$ cat config.mk
export PLATFORM = sky130hd
export DESIGN_NAME = link_failover_controller_unit
export DESIGN_NICKNAME = d
export VERILOG_FILES = /design/src/hdl/lfc_pkg.sv /design/src/hdl/lfc_fsm.sv /design/src/hdl/link_failover_controller_unit.sv
export VERILOG_INCLUDE_DIRS = /design/src /design/src/hdl
export SDC_FILE = /design/constraint.sdc
export NUM_CORES = 1
export LEC_CHECK = 0
export BUFFER_PORTS_ARGS = -buffer_cell sky130_fd_sc_hd__buf_4
export CAP_MARGIN = 20
export CORE_MARGIN = 8
export CORE_UTILIZATION = 38
export DETAILED_ROUTE_END_ITERATION = 16
export PLACE_DENSITY = 0.63
export SLEW_MARGIN = 20
export SYNTH_ARGS = -nofsm -noshare
export SYNTH_HDL_FRONTEND = slang
export SYNTH_SLANG_ARGS = --single-unit
$ cat constraint.sdc
create_clock -name clk -period 7.6 [get_ports clk]
set_input_delay 0.76 -clock clk [delete_from_list [all_inputs] [get_ports clk]]
set_output_delay 0.76 -clock clk [all_outputs]
set_load 0.05 [all_outputs]
$ cat src/hdl/link_failover_controller_unit_assert.svh
// assertion macros shared by the link failover controller rtl
`ifndef LINK_FAILOVER_CONTROLLER_UNIT_ASSERT_SVH
`define LINK_FAILOVER_CONTROLLER_UNIT_ASSERT_SVH

// same-cycle implication, disabled while reset is asserted
`define LFC_ASSERT_IMPLIES(label, clk, rst_n, ante, cons) \
  label: assert property (@(posedge clk) disable iff (!rst_n) (ante) |-> (cons)) \
    else $error("lfc same-cycle check failed");

// next-cycle implication, disabled while reset is asserted
`define LFC_ASSERT_NEXT(label, clk, rst_n, ante, cons) \
  label: assert property (@(posedge clk) disable iff (!rst_n) (ante) |=> (cons)) \
    else $error("lfc next-cycle check failed");

`endif

$ cat src/hdl/lfc_pkg.sv
// types, codes and reset values for the link failover controller
package lfc_pkg;

  localparam int unsigned TIME_W = 32;
  localparam int unsigned KA_W   = 16;
  localparam int unsigned DATA_W = 32;
  localparam int unsigned ADDR_W = 5;

  typedef enum logic [1:0] {
    IF_NONE = 2'd0,
    IF_ETH  = 2'd1,
    IF_WIFI = 2'd2,
    IF_OFF  = 2'd3
  } iface_t;

  typedef enum logic [3:0] {
    ST_START           = 4'd0,
    ST_TRY_ETH         = 4'd1,
    ST_WAIT_ETH_READY  = 4'd2,
    ST_WAIT_ETH_CLOUD  = 4'd3,
    ST_ETH_CLOUD_UP    = 4'd4,
    ST_TRY_WIFI        = 4'd5,
    ST_WAIT_WIFI_READY = 4'd6,
    ST_WAIT_WIFI_CLOUD = 4'd7,
    ST_WIFI_CLOUD_UP   = 4'd8,
    ST_WIFI_WAIT_DOWN  = 4'd9,
    ST_NO_CONNECT      = 4'd10
  } state_t;

  typedef enum logic [1:0] {
    LED_KEEP    = 2'd0,
    LED_YELLOW  = 2'd1,
    LED_DEFAULT = 2'd2
  } led_t;

  typedef enum logic [2:0] {
    REG_ETH_LINK_TO   = 3'd0,
    REG_ETH_CLOUD_TO  = 3'd1,
    REG_WIFI_LINK_TO  = 3'd2,
    REG_WIFI_CLOUD_TO = 3'd3,
    REG_ETH_RETRY     = 3'd4,
    REG_ETH_KA        = 3'd5,
    REG_WIFI_KA       = 3'd6
  } reg_idx_t;

  localparam logic [TIME_W-1:0] RST_ETH_LINK_TO   = 32'd30000;
  localparam logic [TIME_W-1:0] RST_ETH_CLOUD_TO  = 32'd60000;
  localparam logic [TIME_W-1:0] RST_WIFI_LINK_TO  = 32'd30000;
  localparam logic [TIME_W-1:0] RST_WIFI_CLOUD_TO = 32'd60000;
  localparam logic [TIME_W-1:0] RST_ETH_RETRY     = 32'd300000;
  localparam logic [KA_W-1:0]   RST_ETH_KA        = 16'd25;
  localparam logic [KA_W-1:0]   RST_WIFI_KA       = 16'd25;

  typedef struct packed {
    logic              auto_select;
    logic              eth_adapter_present;
    logic              eth_link_ready;
    logic              wifi_link_ready;
    logic              cloud_connected;
    logic              cloud_disconnected;
    logic [TIME_W-1:0] now_ms;
  } tick_t;

  typedef struct packed {
    logic [TIME_W-1:0] eth_link_timeout_ms;
    logic [TIME_W-1:0] eth_cloud_timeout_ms;
    logic [TIME_W-1:0] wifi_link_timeout_ms;
    logic [TIME_W-1:0] wifi_cloud_timeout_ms;
    logic [TIME_W-1:0] eth_retry_period_ms;
    logic [KA_W-1:0]   eth_keepalive_s;
    logic [KA_W-1:0]   wifi_keepalive_s;
  } cfg_t;

  typedef struct packed {
    state_t            state;
    iface_t            iface;
    logic [TIME_W-1:0] entry_time;
    logic              adapter_seen;
  } ctx_t;

  typedef struct packed {
    iface_t          active_interface;
    logic            interface_changed;
    iface_t          previous_interface;
    logic            eth_connect;
    logic            eth_disconnect;
    logic            wifi_connect;
    logic            wifi_disconnect;
    logic            cloud_connect;
    logic            cloud_disconnect;
    logic            keepalive_write;
    logic [KA_W-1:0] keepalive_seconds;
    led_t            led_theme;
  } res_t;

endpackage

$ cat src/hdl/lfc_fsm.sv
// next-state and command logic for one poll tick
module lfc_fsm (
  input  lfc_pkg::tick_t tick,
  input  lfc_pkg::cfg_t  cfg,
  input  lfc_pkg::ctx_t  ctx,
  output lfc_pkg::ctx_t  ctx_nxt,
  output lfc_pkg::res_t  res
);

  logic [lfc_pkg::TIME_W-1:0] limit;
  logic [lfc_pkg::TIME_W-1:0] age;
  logic                       elapsed;
  lfc_pkg::iface_t            new_if;

  // only one timeout matters in each state
  always_comb begin
    case (ctx.state)
      lfc_pkg::ST_WAIT_ETH_READY:  limit = cfg.eth_link_timeout_ms;
      lfc_pkg::ST_WAIT_ETH_CLOUD:  limit = cfg.eth_cloud_timeout_ms;
      lfc_pkg::ST_WAIT_WIFI_READY: limit = cfg.wifi_link_timeout_ms;
      lfc_pkg::ST_WAIT_WIFI_CLOUD: limit = cfg.wifi_cloud_timeout_ms;
      lfc_pkg::ST_WIFI_CLOUD_UP:   limit = cfg.eth_retry_period_ms;
      default:                     limit = cfg.eth_link_timeout_ms;
    endcase
  end

  assign age     = tick.now_ms - ctx.entry_time;
  assign elapsed = (age >= limit);

  always_comb begin
    ctx_nxt = ctx;
    res     = '0;
    new_if  = ctx.iface;
    case (ctx.state)
      lfc_pkg::ST_TRY_ETH: begin
        res.led_theme        = lfc_pkg::LED_YELLOW;
        new_if               = lfc_pkg::IF_NONE;
        ctx_nxt.entry_time   = tick.now_ms;
        res.wifi_disconnect  = 1'b1;
        res.eth_connect      = 1'b1;
        ctx_nxt.state        = lfc_pkg::ST_WAIT_ETH_READY;
      end
      lfc_pkg::ST_WAIT_ETH_READY: begin
        if (!tick.auto_select) begin
          res.eth_disconnect = 1'b1;
          new_if             = lfc_pkg::IF_OFF;
          ctx_nxt.state      = lfc_pkg::ST_NO_CONNECT;
        end else if (tick.eth_link_ready) begin
          new_if            = lfc_pkg::IF_ETH;
          res.cloud_connect = 1'b1;
          ctx_nxt.state     = lfc_pkg::ST_WAIT_ETH_CLOUD;
        end else if (elapsed) begin
          new_if        = lfc_pkg::IF_NONE;
          ctx_nxt.state = lfc_pkg::ST_TRY_WIFI;
        end
      end
      lfc_pkg::ST_WAIT_ETH_CLOUD: begin
        if (!tick.auto_select) begin
          res.eth_disconnect = 1'b1;
          new_if             = lfc_pkg::IF_OFF;
          ctx_nxt.state      = lfc_pkg::ST_NO_CONNECT;
        end else if (tick.cloud_connected) begin
          new_if                = lfc_pkg::IF_ETH;
          res.keepalive_write   = 1'b1;
          res.keepalive_seconds = cfg.eth_keepalive_s;
          ctx_nxt.entry_time    = tick.now_ms;
          ctx_nxt.state         = lfc_pkg::ST_ETH_CLOUD_UP;
        end else if (elapsed) begin
          res.cloud_disconnect = 1'b1;
          res.eth_disconnect   = 1'b1;
          ctx_nxt.state        = lfc_pkg::ST_TRY_WIFI;
        end
      end
      lfc_pkg::ST_ETH_CLOUD_UP: begin
        if (!tick.auto_select) begin
          res.cloud_disconnect = 1'b1;
          res.eth_disconnect   = 1'b1;
          new_if               = lfc_pkg::IF_OFF;
          ctx_nxt.state        = lfc_pkg::ST_NO_CONNECT;
        end else if (!tick.cloud_connected) begin
          new_if             = lfc_pkg::IF_NONE;
          ctx_nxt.entry_time = tick.now_ms;
          ctx_nxt.state      = lfc_pkg::ST_WAIT_ETH_CLOUD;
        end
      end
      lfc_pkg::ST_TRY_WIFI: begin
        new_if             = lfc_pkg::IF_NONE;
        res.led_theme      = lfc_pkg::LED_DEFAULT;
        ctx_nxt.entry_time = tick.now_ms;
        res.eth_disconnect = 1'b1;
        res.wifi_connect   = 1'b1;
        ctx_nxt.state      = lfc_pkg::ST_WAIT_WIFI_READY;
      end
      lfc_pkg::ST_WAIT_WIFI_READY: begin
        if (!tick.auto_select) begin
          new_if        = lfc_pkg::IF_OFF;
          ctx_nxt.state = lfc_pkg::ST_NO_CONNECT;
        end else if (tick.wifi_link_ready) begin
          new_if            = lfc_pkg::IF_WIFI;
          res.cloud_connect = 1'b1;
          ctx_nxt.state     = lfc_pkg::ST_WAIT_WIFI_CLOUD;
        end else if (elapsed && ctx.adapter_seen) begin
          new_if        = lfc_pkg::IF_NONE;
          ctx_nxt.state = lfc_pkg::ST_TRY_ETH;
        end
      end
      lfc_pkg::ST_WAIT_WIFI_CLOUD: begin
        if (!tick.auto_select) begin
          res.cloud_disconnect = 1'b1;
          res.wifi_disconnect  = 1'b1;
          new_if               = lfc_pkg::IF_OFF;
          ctx_nxt.state        = lfc_pkg::ST_NO_CONNECT;
        end else if (tick.cloud_connected) begin
          res.keepalive_write   = 1'b1;
          res.keepalive_seconds = cfg.wifi_keepalive_s;
          new_if                = lfc_pkg::IF_WIFI;
          ctx_nxt.entry_time    = tick.now_ms;
          ctx_nxt.state         = lfc_pkg::ST_WIFI_CLOUD_UP;
        end else if (elapsed && ctx.adapter_seen) begin
          res.cloud_disconnect = 1'b1;
          new_if               = lfc_pkg::IF_NONE;
          ctx_nxt.state        = lfc_pkg::ST_TRY_ETH;
        end
      end
      lfc_pkg::ST_WIFI_CLOUD_UP: begin
        if (!tick.auto_select) begin
          res.cloud_disconnect = 1'b1;
          res.wifi_disconnect  = 1'b1;
          new_if               = lfc_pkg::IF_OFF;
          ctx_nxt.state        = lfc_pkg::ST_NO_CONNECT;
        end else if (!tick.cloud_connected) begin
          new_if             = lfc_pkg::IF_NONE;
          ctx_nxt.entry_time = tick.now_ms;
          ctx_nxt.state      = lfc_pkg::ST_WAIT_WIFI_CLOUD;
        end else if (elapsed && ctx.adapter_seen) begin
          res.cloud_disconnect = 1'b1;
          new_if               = lfc_pkg::IF_NONE;
          ctx_nxt.state        = lfc_pkg::ST_WIFI_WAIT_DOWN;
        end
      end
      lfc_pkg::ST_WIFI_WAIT_DOWN: begin
        if (!tick.auto_select) begin
          res.cloud_disconnect = 1'b1;
          res.wifi_disconnect  = 1'b1;
          new_if               = lfc_pkg::IF_OFF;
          ctx_nxt.state        = lfc_pkg::ST_NO_CONNECT;
        end else if (tick.cloud_disconnected) begin
          ctx_nxt.state = lfc_pkg::ST_TRY_ETH;
        end
      end
      lfc_pkg::ST_NO_CONNECT: begin
        if (tick.auto_select) begin
          new_if        = lfc_pkg::IF_NONE;
          ctx_nxt.state = lfc_pkg::ST_START;
        end
      end
      default: begin
        // start state, unused codes behave the same
        ctx_nxt.adapter_seen = tick.eth_adapter_present;
        if (tick.auto_select) begin
          ctx_nxt.state = tick.eth_adapter_present ? lfc_pkg::ST_TRY_ETH
                                                   : lfc_pkg::ST_TRY_WIFI;
        end else begin
          new_if        = lfc_pkg::IF_OFF;
          ctx_nxt.state = lfc_pkg::ST_NO_CONNECT;
        end
      end
    endcase
    ctx_nxt.iface          = new_if;
    res.active_interface   = new_if;
    res.interface_changed  = (new_if != ctx.iface);
    res.previous_interface = ctx.iface;
  end

endmodule

$ cat src/hdl/link_failover_controller_unit.sv
// link failover controller top level: apb registers, tick pipeline, result register
// a word goes into the input register, then into the result register that drives the outputs
// throughput: one word per cycle unless out_stall holds the result; the state update is one
// subtract-and-compare pass; while a result is held, one more word still enters the input
// register; the word after that stalls until the result register drains
// reset (rst_n low, synchronous): start state, interface none, timers and registers at defaults
module link_failover_controller_unit (
  input  logic                         clk,
  input  logic                         rst_n,
  // poll tick channel
  input  logic                         in_valid,
  output logic                         in_stall,
  input  logic                         in_auto_select,
  input  logic                         in_eth_adapter_present,
  input  logic                         in_eth_link_ready,
  input  logic                         in_wifi_link_ready,
  input  logic                         in_cloud_connected,
  input  logic                         in_cloud_disconnected,
  input  logic [lfc_pkg::TIME_W-1:0]   in_now_ms,
  // result channel
  output logic                         out_valid,
  input  logic                         out_stall,
  output logic [1:0]                   out_active_interface,
  output logic                         out_interface_changed,
  output logic [1:0]                   out_previous_interface,
  output logic                         out_eth_connect,
  output logic                         out_eth_disconnect,
  output logic                         out_wifi_connect,
  output logic                         out_wifi_disconnect,
  output logic                         out_cloud_connect,
  output logic                         out_cloud_disconnect,
  output logic                         out_keepalive_write,
  output logic [lfc_pkg::KA_W-1:0]     out_keepalive_seconds,
  output logic [1:0]                   out_led_theme,
  // configuration port
  input  logic                         psel,
  input  logic                         penable,
  input  logic                         pwrite,
  input  logic [lfc_pkg::ADDR_W-1:0]   paddr,
  input  logic [lfc_pkg::DATA_W-1:0]   pwdata,
  output logic [lfc_pkg::DATA_W-1:0]   prdata,
  output logic                         pready
);

`include "link_failover_controller_unit_assert.svh"

  // configuration registers
  lfc_pkg::cfg_t   cfg_r;
  lfc_pkg::cfg_t   cfg_nxt;
  logic            cfg_wr;
  logic [2:0]      reg_sel;

  // controller state carried from tick to tick
  lfc_pkg::ctx_t   ctx_r;
  lfc_pkg::ctx_t   ctx_nxt;

  // input register stage
  logic            s1_valid_r;
  logic            s1_valid_nxt;
  lfc_pkg::tick_t  s1_r;
  lfc_pkg::tick_t  tick_in;

  // result register stage
  logic            out_valid_r;
  logic            out_valid_nxt;
  lfc_pkg::res_t   out_r;
  lfc_pkg::res_t   res;

  logic            in_acc;
  logic            s1_adv;

  // ---------------------------------------------------------------------------
  // apb register file: always ready, write lands in the access phase
  // ---------------------------------------------------------------------------
  assign pready  = 1'b1;
  assign cfg_wr  = psel & penable & pwrite & pready;
  assign reg_sel = paddr[4:2];

  always_comb begin
    cfg_nxt = cfg_r;
    if (cfg_wr) begin
      case (reg_sel)
        lfc_pkg::REG_ETH_LINK_TO:   cfg_nxt.eth_link_timeout_ms   = pwdata;
        lfc_pkg::REG_ETH_CLOUD_TO:  cfg_nxt.eth_cloud_timeout_ms  = pwdata;
        lfc_pkg::REG_WIFI_LINK_TO:  cfg_nxt.wifi_link_timeout_ms  = pwdata;
        lfc_pkg::REG_WIFI_CLOUD_TO: cfg_nxt.wifi_cloud_timeout_ms = pwdata;
        lfc_pkg::REG_ETH_RETRY:     cfg_nxt.eth_retry_period_ms   = pwdata;
        lfc_pkg::REG_ETH_KA:        cfg_nxt.eth_keepalive_s       = pwdata[lfc_pkg::KA_W-1:0];
        lfc_pkg::REG_WIFI_KA:       cfg_nxt.wifi_keepalive_s      = pwdata[lfc_pkg::KA_W-1:0];
        default: ;  // addresses past the register list are dropped
      endcase
    end
  end

  // read mux, keepalive registers zero-extended
  always_comb begin
    case (reg_sel)
      lfc_pkg::REG_ETH_LINK_TO:   prdata = cfg_r.eth_link_timeout_ms;
      lfc_pkg::REG_ETH_CLOUD_TO:  prdata = cfg_r.eth_cloud_timeout_ms;
      lfc_pkg::REG_WIFI_LINK_TO:  prdata = cfg_r.wifi_link_timeout_ms;
      lfc_pkg::REG_WIFI_CLOUD_TO: prdata = cfg_r.wifi_cloud_timeout_ms;
      lfc_pkg::REG_ETH_RETRY:     prdata = cfg_r.eth_retry_period_ms;
      lfc_pkg::REG_ETH_KA:
        prdata = {{(lfc_pkg::DATA_W-lfc_pkg::KA_W){1'b0}}, cfg_r.eth_keepalive_s};
      lfc_pkg::REG_WIFI_KA:
        prdata = {{(lfc_pkg::DATA_W-lfc_pkg::KA_W){1'b0}}, cfg_r.wifi_keepalive_s};
      default:                    prdata = '0;
    endcase
  end

  // ---------------------------------------------------------------------------
  // handshake: the input stage moves into the result register when that
  // register is empty or being drained this cycle
  // ---------------------------------------------------------------------------
  assign s1_adv   = s1_valid_r & (~out_valid_r | ~out_stall);
  assign in_stall = s1_valid_r & ~s1_adv;
  assign in_acc   = in_valid & ~in_stall;

  always_comb begin
    s1_valid_nxt = s1_valid_r;
    if (in_acc) begin
      s1_valid_nxt = 1'b1;
    end else if (s1_adv) begin
      s1_valid_nxt = 1'b0;
    end
  end

  always_comb begin
    out_valid_nxt = out_valid_r;
    if (s1_adv) begin
      out_valid_nxt = 1'b1;
    end else if (out_valid_r && !out_stall) begin
      out_valid_nxt = 1'b0;
    end
  end

  assign tick_in.auto_select         = in_auto_select;
  assign tick_in.eth_adapter_present = in_eth_adapter_present;
  assign tick_in.eth_link_ready      = in_eth_link_ready;
  assign tick_in.wifi_link_ready     = in_wifi_link_ready;
  assign tick_in.cloud_connected     = in_cloud_connected;
  assign tick_in.cloud_disconnected  = in_cloud_disconnected;
  assign tick_in.now_ms              = in_now_ms;

  // ---------------------------------------------------------------------------
  // one pass of the selection machine per word
  // ---------------------------------------------------------------------------
  lfc_fsm u_fsm (
    .tick    (s1_r),
    .cfg     (cfg_r),
    .ctx     (ctx_r),
    .ctx_nxt (ctx_nxt),
    .res     (res)
  );

  // control and state registers
  always_ff @(posedge clk) begin
    if (!rst_n) begin
      s1_valid_r               <= 1'b0;
      out_valid_r              <= 1'b0;
      ctx_r.state              <= lfc_pkg::ST_START;
      ctx_r.iface              <= lfc_pkg::IF_NONE;
      ctx_r.entry_time         <= '0;
      ctx_r.adapter_seen       <= 1'b0;
      cfg_r.eth_link_timeout_ms   <= lfc_pkg::RST_ETH_LINK_TO;
      cfg_r.eth_cloud_timeout_ms  <= lfc_pkg::RST_ETH_CLOUD_TO;
      cfg_r.wifi_link_timeout_ms  <= lfc_pkg::RST_WIFI_LINK_TO;
      cfg_r.wifi_cloud_timeout_ms <= lfc_pkg::RST_WIFI_CLOUD_TO;
      cfg_r.eth_retry_period_ms   <= lfc_pkg::RST_ETH_RETRY;
      cfg_r.eth_keepalive_s       <= lfc_pkg::RST_ETH_KA;
      cfg_r.wifi_keepalive_s      <= lfc_pkg::RST_WIFI_KA;
    end else begin
      s1_valid_r  <= s1_valid_nxt;
      out_valid_r <= out_valid_nxt;
      cfg_r       <= cfg_nxt;
      if (s1_adv) begin
        ctx_r <= ctx_nxt;
      end
    end
  end

  // payload registers, no reset needed
  always_ff @(posedge clk) begin
    if (in_acc) begin
      s1_r <= tick_in;
    end
    if (s1_adv) begin
      out_r <= res;
    end
  end

  assign out_valid              = out_valid_r;
  assign out_active_interface   = out_r.active_interface;
  assign out_interface_changed  = out_r.interface_changed;
  assign out_previous_interface = out_r.previous_interface;
  assign out_eth_connect        = out_r.eth_connect;
  assign out_eth_disconnect     = out_r.eth_disconnect;
  assign out_wifi_connect       = out_r.wifi_connect;
  assign out_wifi_disconnect    = out_r.wifi_disconnect;
  assign out_cloud_connect      = out_r.cloud_connect;
  assign out_cloud_disconnect   = out_r.cloud_disconnect;
  assign out_keepalive_write    = out_r.keepalive_write;
  assign out_keepalive_seconds  = out_r.keepalive_seconds;
  assign out_led_theme          = out_r.led_theme;

  // ---------------------------------------------------------------------------
  // checks
  // ---------------------------------------------------------------------------
  // state only moves when a word is processed
  `LFC_ASSERT_NEXT(a_ctx_hold, clk, rst_n, !s1_adv, $stable(ctx_r))
  // the off state always reports the off interface
  `LFC_ASSERT_IMPLIES(a_off_iface, clk, rst_n,
    ctx_r.state == lfc_pkg::ST_NO_CONNECT, ctx_r.iface == lfc_pkg::IF_OFF)
  // change flag agrees with the two reported interfaces
  `LFC_ASSERT_IMPLIES(a_change_flag, clk, rst_n, out_valid_r,
    out_r.interface_changed == (out_r.active_interface != out_r.previous_interface))
  // keepalive value is zero unless written
  `LFC_ASSERT_IMPLIES(a_ka_zero, clk, rst_n, out_valid_r && !out_r.keepalive_write,
    out_r.keepalive_seconds == '0)
  // an ethernet attempt always comes with the yellow theme
  `LFC_ASSERT_IMPLIES(a_eth_led, clk, rst_n, out_valid_r && out_r.eth_connect,
    out_r.led_theme == lfc_pkg::LED_YELLOW)

endmodule

==> results.yml <==
outcome:
  status: "complete, no violations"
place:
  portBuffers: 143
  gp_congestion: 0.855
  place_ws_ns: 2.01
  hpwl_um: 32600
setup_path:
  startpoint: "s1_r[0]"
  rr_worst_depth: 22
  cp_max_fo: 6
  path_class: "flop to flop"
  rrSetupSlack_ns: 2.09
  reg2reg_to: "out_active_interface[1]"
  crit_required_ns: 7.86
  worstReg2RegStart: "s1_r[0]"
  critPathCaptureType: "flop"
  critPathLaunchType: "flop"
  cp.arrival_ns: 5.77
finish:
  drive_gt1_share_pct: 13.9
  area_growth_pct: 16.2
  final_nets: 2093
  num-fill-cells: 3998
  final_cell_mix: "nand2_1, dfxtp_1, buf_4"
  final_common_cell: "nand2_1"
power:
  power.leakage_nw: 6.99
  finalPower_mw: 3.94
  irDropWorstVdd_v: 0.000100
  power_density_nw_per_um2: 210
worst_hold_path:
  min_path_type: "input pin to flop"
  min_from: "in_now_ms[4]"
  whs_endpoint: "s1_r[4]"
  hold_path_depth: 1
logic_synthesis:
  yosys_warnings: 0
  synth_ff_type: "dfxtp_1"
  synth.net_count: 2020
  ys_seq_area_share_pct: 41.3
  synth-edff-count: 67
  netlist_area_um2: 16200
  synth_seq_cells: 300
  yosysUniqueCellTypes: 65
  synth-async-reset-ratio_pct: 0
  avgSynthCellArea_um2: 8.62
  syn_inst: 1874
timing:
  setup_ws_ns: 2.09
  drv_slew: 0
  fin_crit_ns: 5.51
  slew_headroom_pct: 29.9
  fmax_mhz: 182
  fin_setup_tns_ns: 0
  rsz0062_at_grt: "false"
  hold_violations: 0
  finClkSkew_ns: 0.0248
  setup-violations-final: 0
  period_share_pct: 72.5
  tightest_slew_ns: 1.05
global_routing:
  grt_use_total_pct: 20.0
  grt_pass1_wl_um: 79800
  grt_overflow: 0
  antenna_found_initial: 2
  grt_start_max_net_pins: 97
  grt_pass1_vias: 13988
clocking:
  cts_tree: "done"
  clock_latency_ns: 0.55
  cts_resized: 0
  cts_setup_buffers: 0
  root_buffer: "clkbuf_16"
  path_clk_slew_ns: 0.05
  htree_levels: 2
  cts_sinks: 300
  clockBufferDepth: 3
  cts_buffers: 36
  ctsHoldBuffers: 0
floorplan:
  chipWidth_um: 222
  dieArea_um2: 49400
  pin_count: 147
  initial_utilization_pct: 38.5
  core_area_um2: 41900
  die_h_um: 222
  core.rowCount: 75
route:
  drt-total-wl_um: 51300
  ant_nets: 0
  drtIter0Drc: 1300
  dr.pass1.iters: 6
  drc: 0
  wire_per_inst_um: 20.4
  vias: 14184
  via_per_inst: 5.64
run:
  max_cap_violations: 0
[how the worst max path moves through the flow]
stage                                    to  depth (start not counted)  slack [ns]
floorplan           out_active_interface[1]                         21        2.86
global placement    out_active_interface[1]                         22        2.11
detailed placement  out_active_interface[1]                         22        2.01
CTS                 out_active_interface[1]                         22        2.00
global route        out_active_interface[1]                         22        1.58
finish              out_active_interface[1]                         22        2.09
[critical path, cell delays in order, from the launching register on]
cell,delay (ns)
edfxtp_1,0.35
inv_1,0.09
ha_1,0.16
inv_1,0.05
fa_1,0.42
a211oi_1,0.27
o21bai_1,0.15
a211o_1,0.36
a221oi_2,0.44
o211ai_2,0.16
a31oi_2,0.20
o21ai_1,0.12
a21oi_2,0.16
xnor2_1,0.08
ha_1,0.30
nand4_1,0.09
or3_1,0.48
o21ai_0,0.19
a21oi_1,0.12
o21a_1,0.24
o21bai_1,0.21
a2111oi_2,0.50
nor2_1,0.09
[sequential cells by signal (all words and copies together), names as in the netlist]
signal	flops
cfg_r	192
ctx_r	39
s1_r	38
out_keepalive_seconds	16
out_active_interface	2
out_previous_interface	2
out_cloud_connect	1
out_cloud_disconnect	1
out_eth_connect	1
out_eth_disconnect	1
out_interface_changed	1
out_keepalive_write	1
out_led_theme	1
out_valid	1
out_wifi_connect	1
out_wifi_disconnect	1
s1_valid_r	1
[final cells by class]
class	instances	area [µm²]	share of cell area (%)
multi-input combinational	1396	8880	47.3
sequential	300	6680	35.6
timing repair buffer	163	1220	6.52
clock buffer	51	1010	5.37
tap	539	674	3.59
inverter	50	188	0.999
clock inverter	14	131	0.699
antenna	1	2.50	0.0133
[cells in the mapped netlist (3+ instances only)]
master / instances / area share (%)
a211oi_1: 3 / 0.14
a2111oi_0: 3 / 0.16
nor2_1: 79 / 1.8
edfxtp_1: 67 / 12
nand4_1: 11 / 0.43
o22ai_1: 10 / 0.39
inv_1: 49 / 1.1
o32ai_1: 3 / 0.16
and3_1: 12 / 0.46
a221oi_1: 8 / 0.43
a22o_1: 19 / 1.0
a21oi_1: 62 / 1.9
xor2_1: 7 / 0.38
buf_1: 11 / 0.26
mux4_2: 24 / 3.3
o211ai_1: 4 / 0.19
a21o_1: 26 / 1.2
nand3_1: 87 / 2.7
or3_1: 5 / 0.19
ha_1: 63 / 4.9
and2_1: 3 / 0.12
nor2b_1: 46 / 1.8
nand2b_1: 7 / 0.27
mux2i_1: 66 / 4.1
a22oi_1: 70 / 3.3
o21ai_1: 3 / 0.093
clkbuf_1: 114 / 2.6
o21bai_1: 7 / 0.33
xnor2_1: 19 / 1.0
mux2_2: 6 / 0.42
o21a_1: 10 / 0.46
o21ai_0: 72 / 2.2
nor4_1: 5 / 0.19
nand2_1: 441 / 10
a31oi_1: 11 / 0.43
a21boi_0: 150 / 7.0
nor3_1: 22 / 0.68
dfxtp_1: 233 / 29
[cells by family after synthesis]
family                   Yosys count  share of synthesized area (%)
adder cells (fa/ha/maj)           64                           5.00
AO/OA/AOI/OAI                    487                           21.1
multiplexers                      96                           7.85
buffers and inverters            178                           4.23
AND/OR/NAND/NOR                  722                           19.1
flip-flops                       300                           41.3
other                              1                         0.0232
XOR/XNOR                          26                           1.41
[stage by stage]
stage,hold WS [ns],cells,utilization [%],instance area (µm²)
after detailed placement,0.467,2448,42.1,17600
after global placement,0.461,2448,42.1,17600
after floorplan,0.448,1874,-,16200
after global routing,0.389,2514,44.8,18800
after CTS,0.385,2513,44.8,18800
final,0.408,2514,44.8,18800
[layer usage]
metal  share of wire, %  GRT usage, %
met1                 44          26.3
met2                 46          32.5
met3                7.7          3.75
met4                3.1          7.33
met5              0.025             0
[power by group]
part | total [mW] | internal [mW] | switching, mW
logic | 0.559 | 0.209 | 0.350
registers | 1.69 | 1.67 | 0.0252
clock network | 1.69 | 0.998 | 0.691
Note: power is estimated with default switching activity, not from simulation.
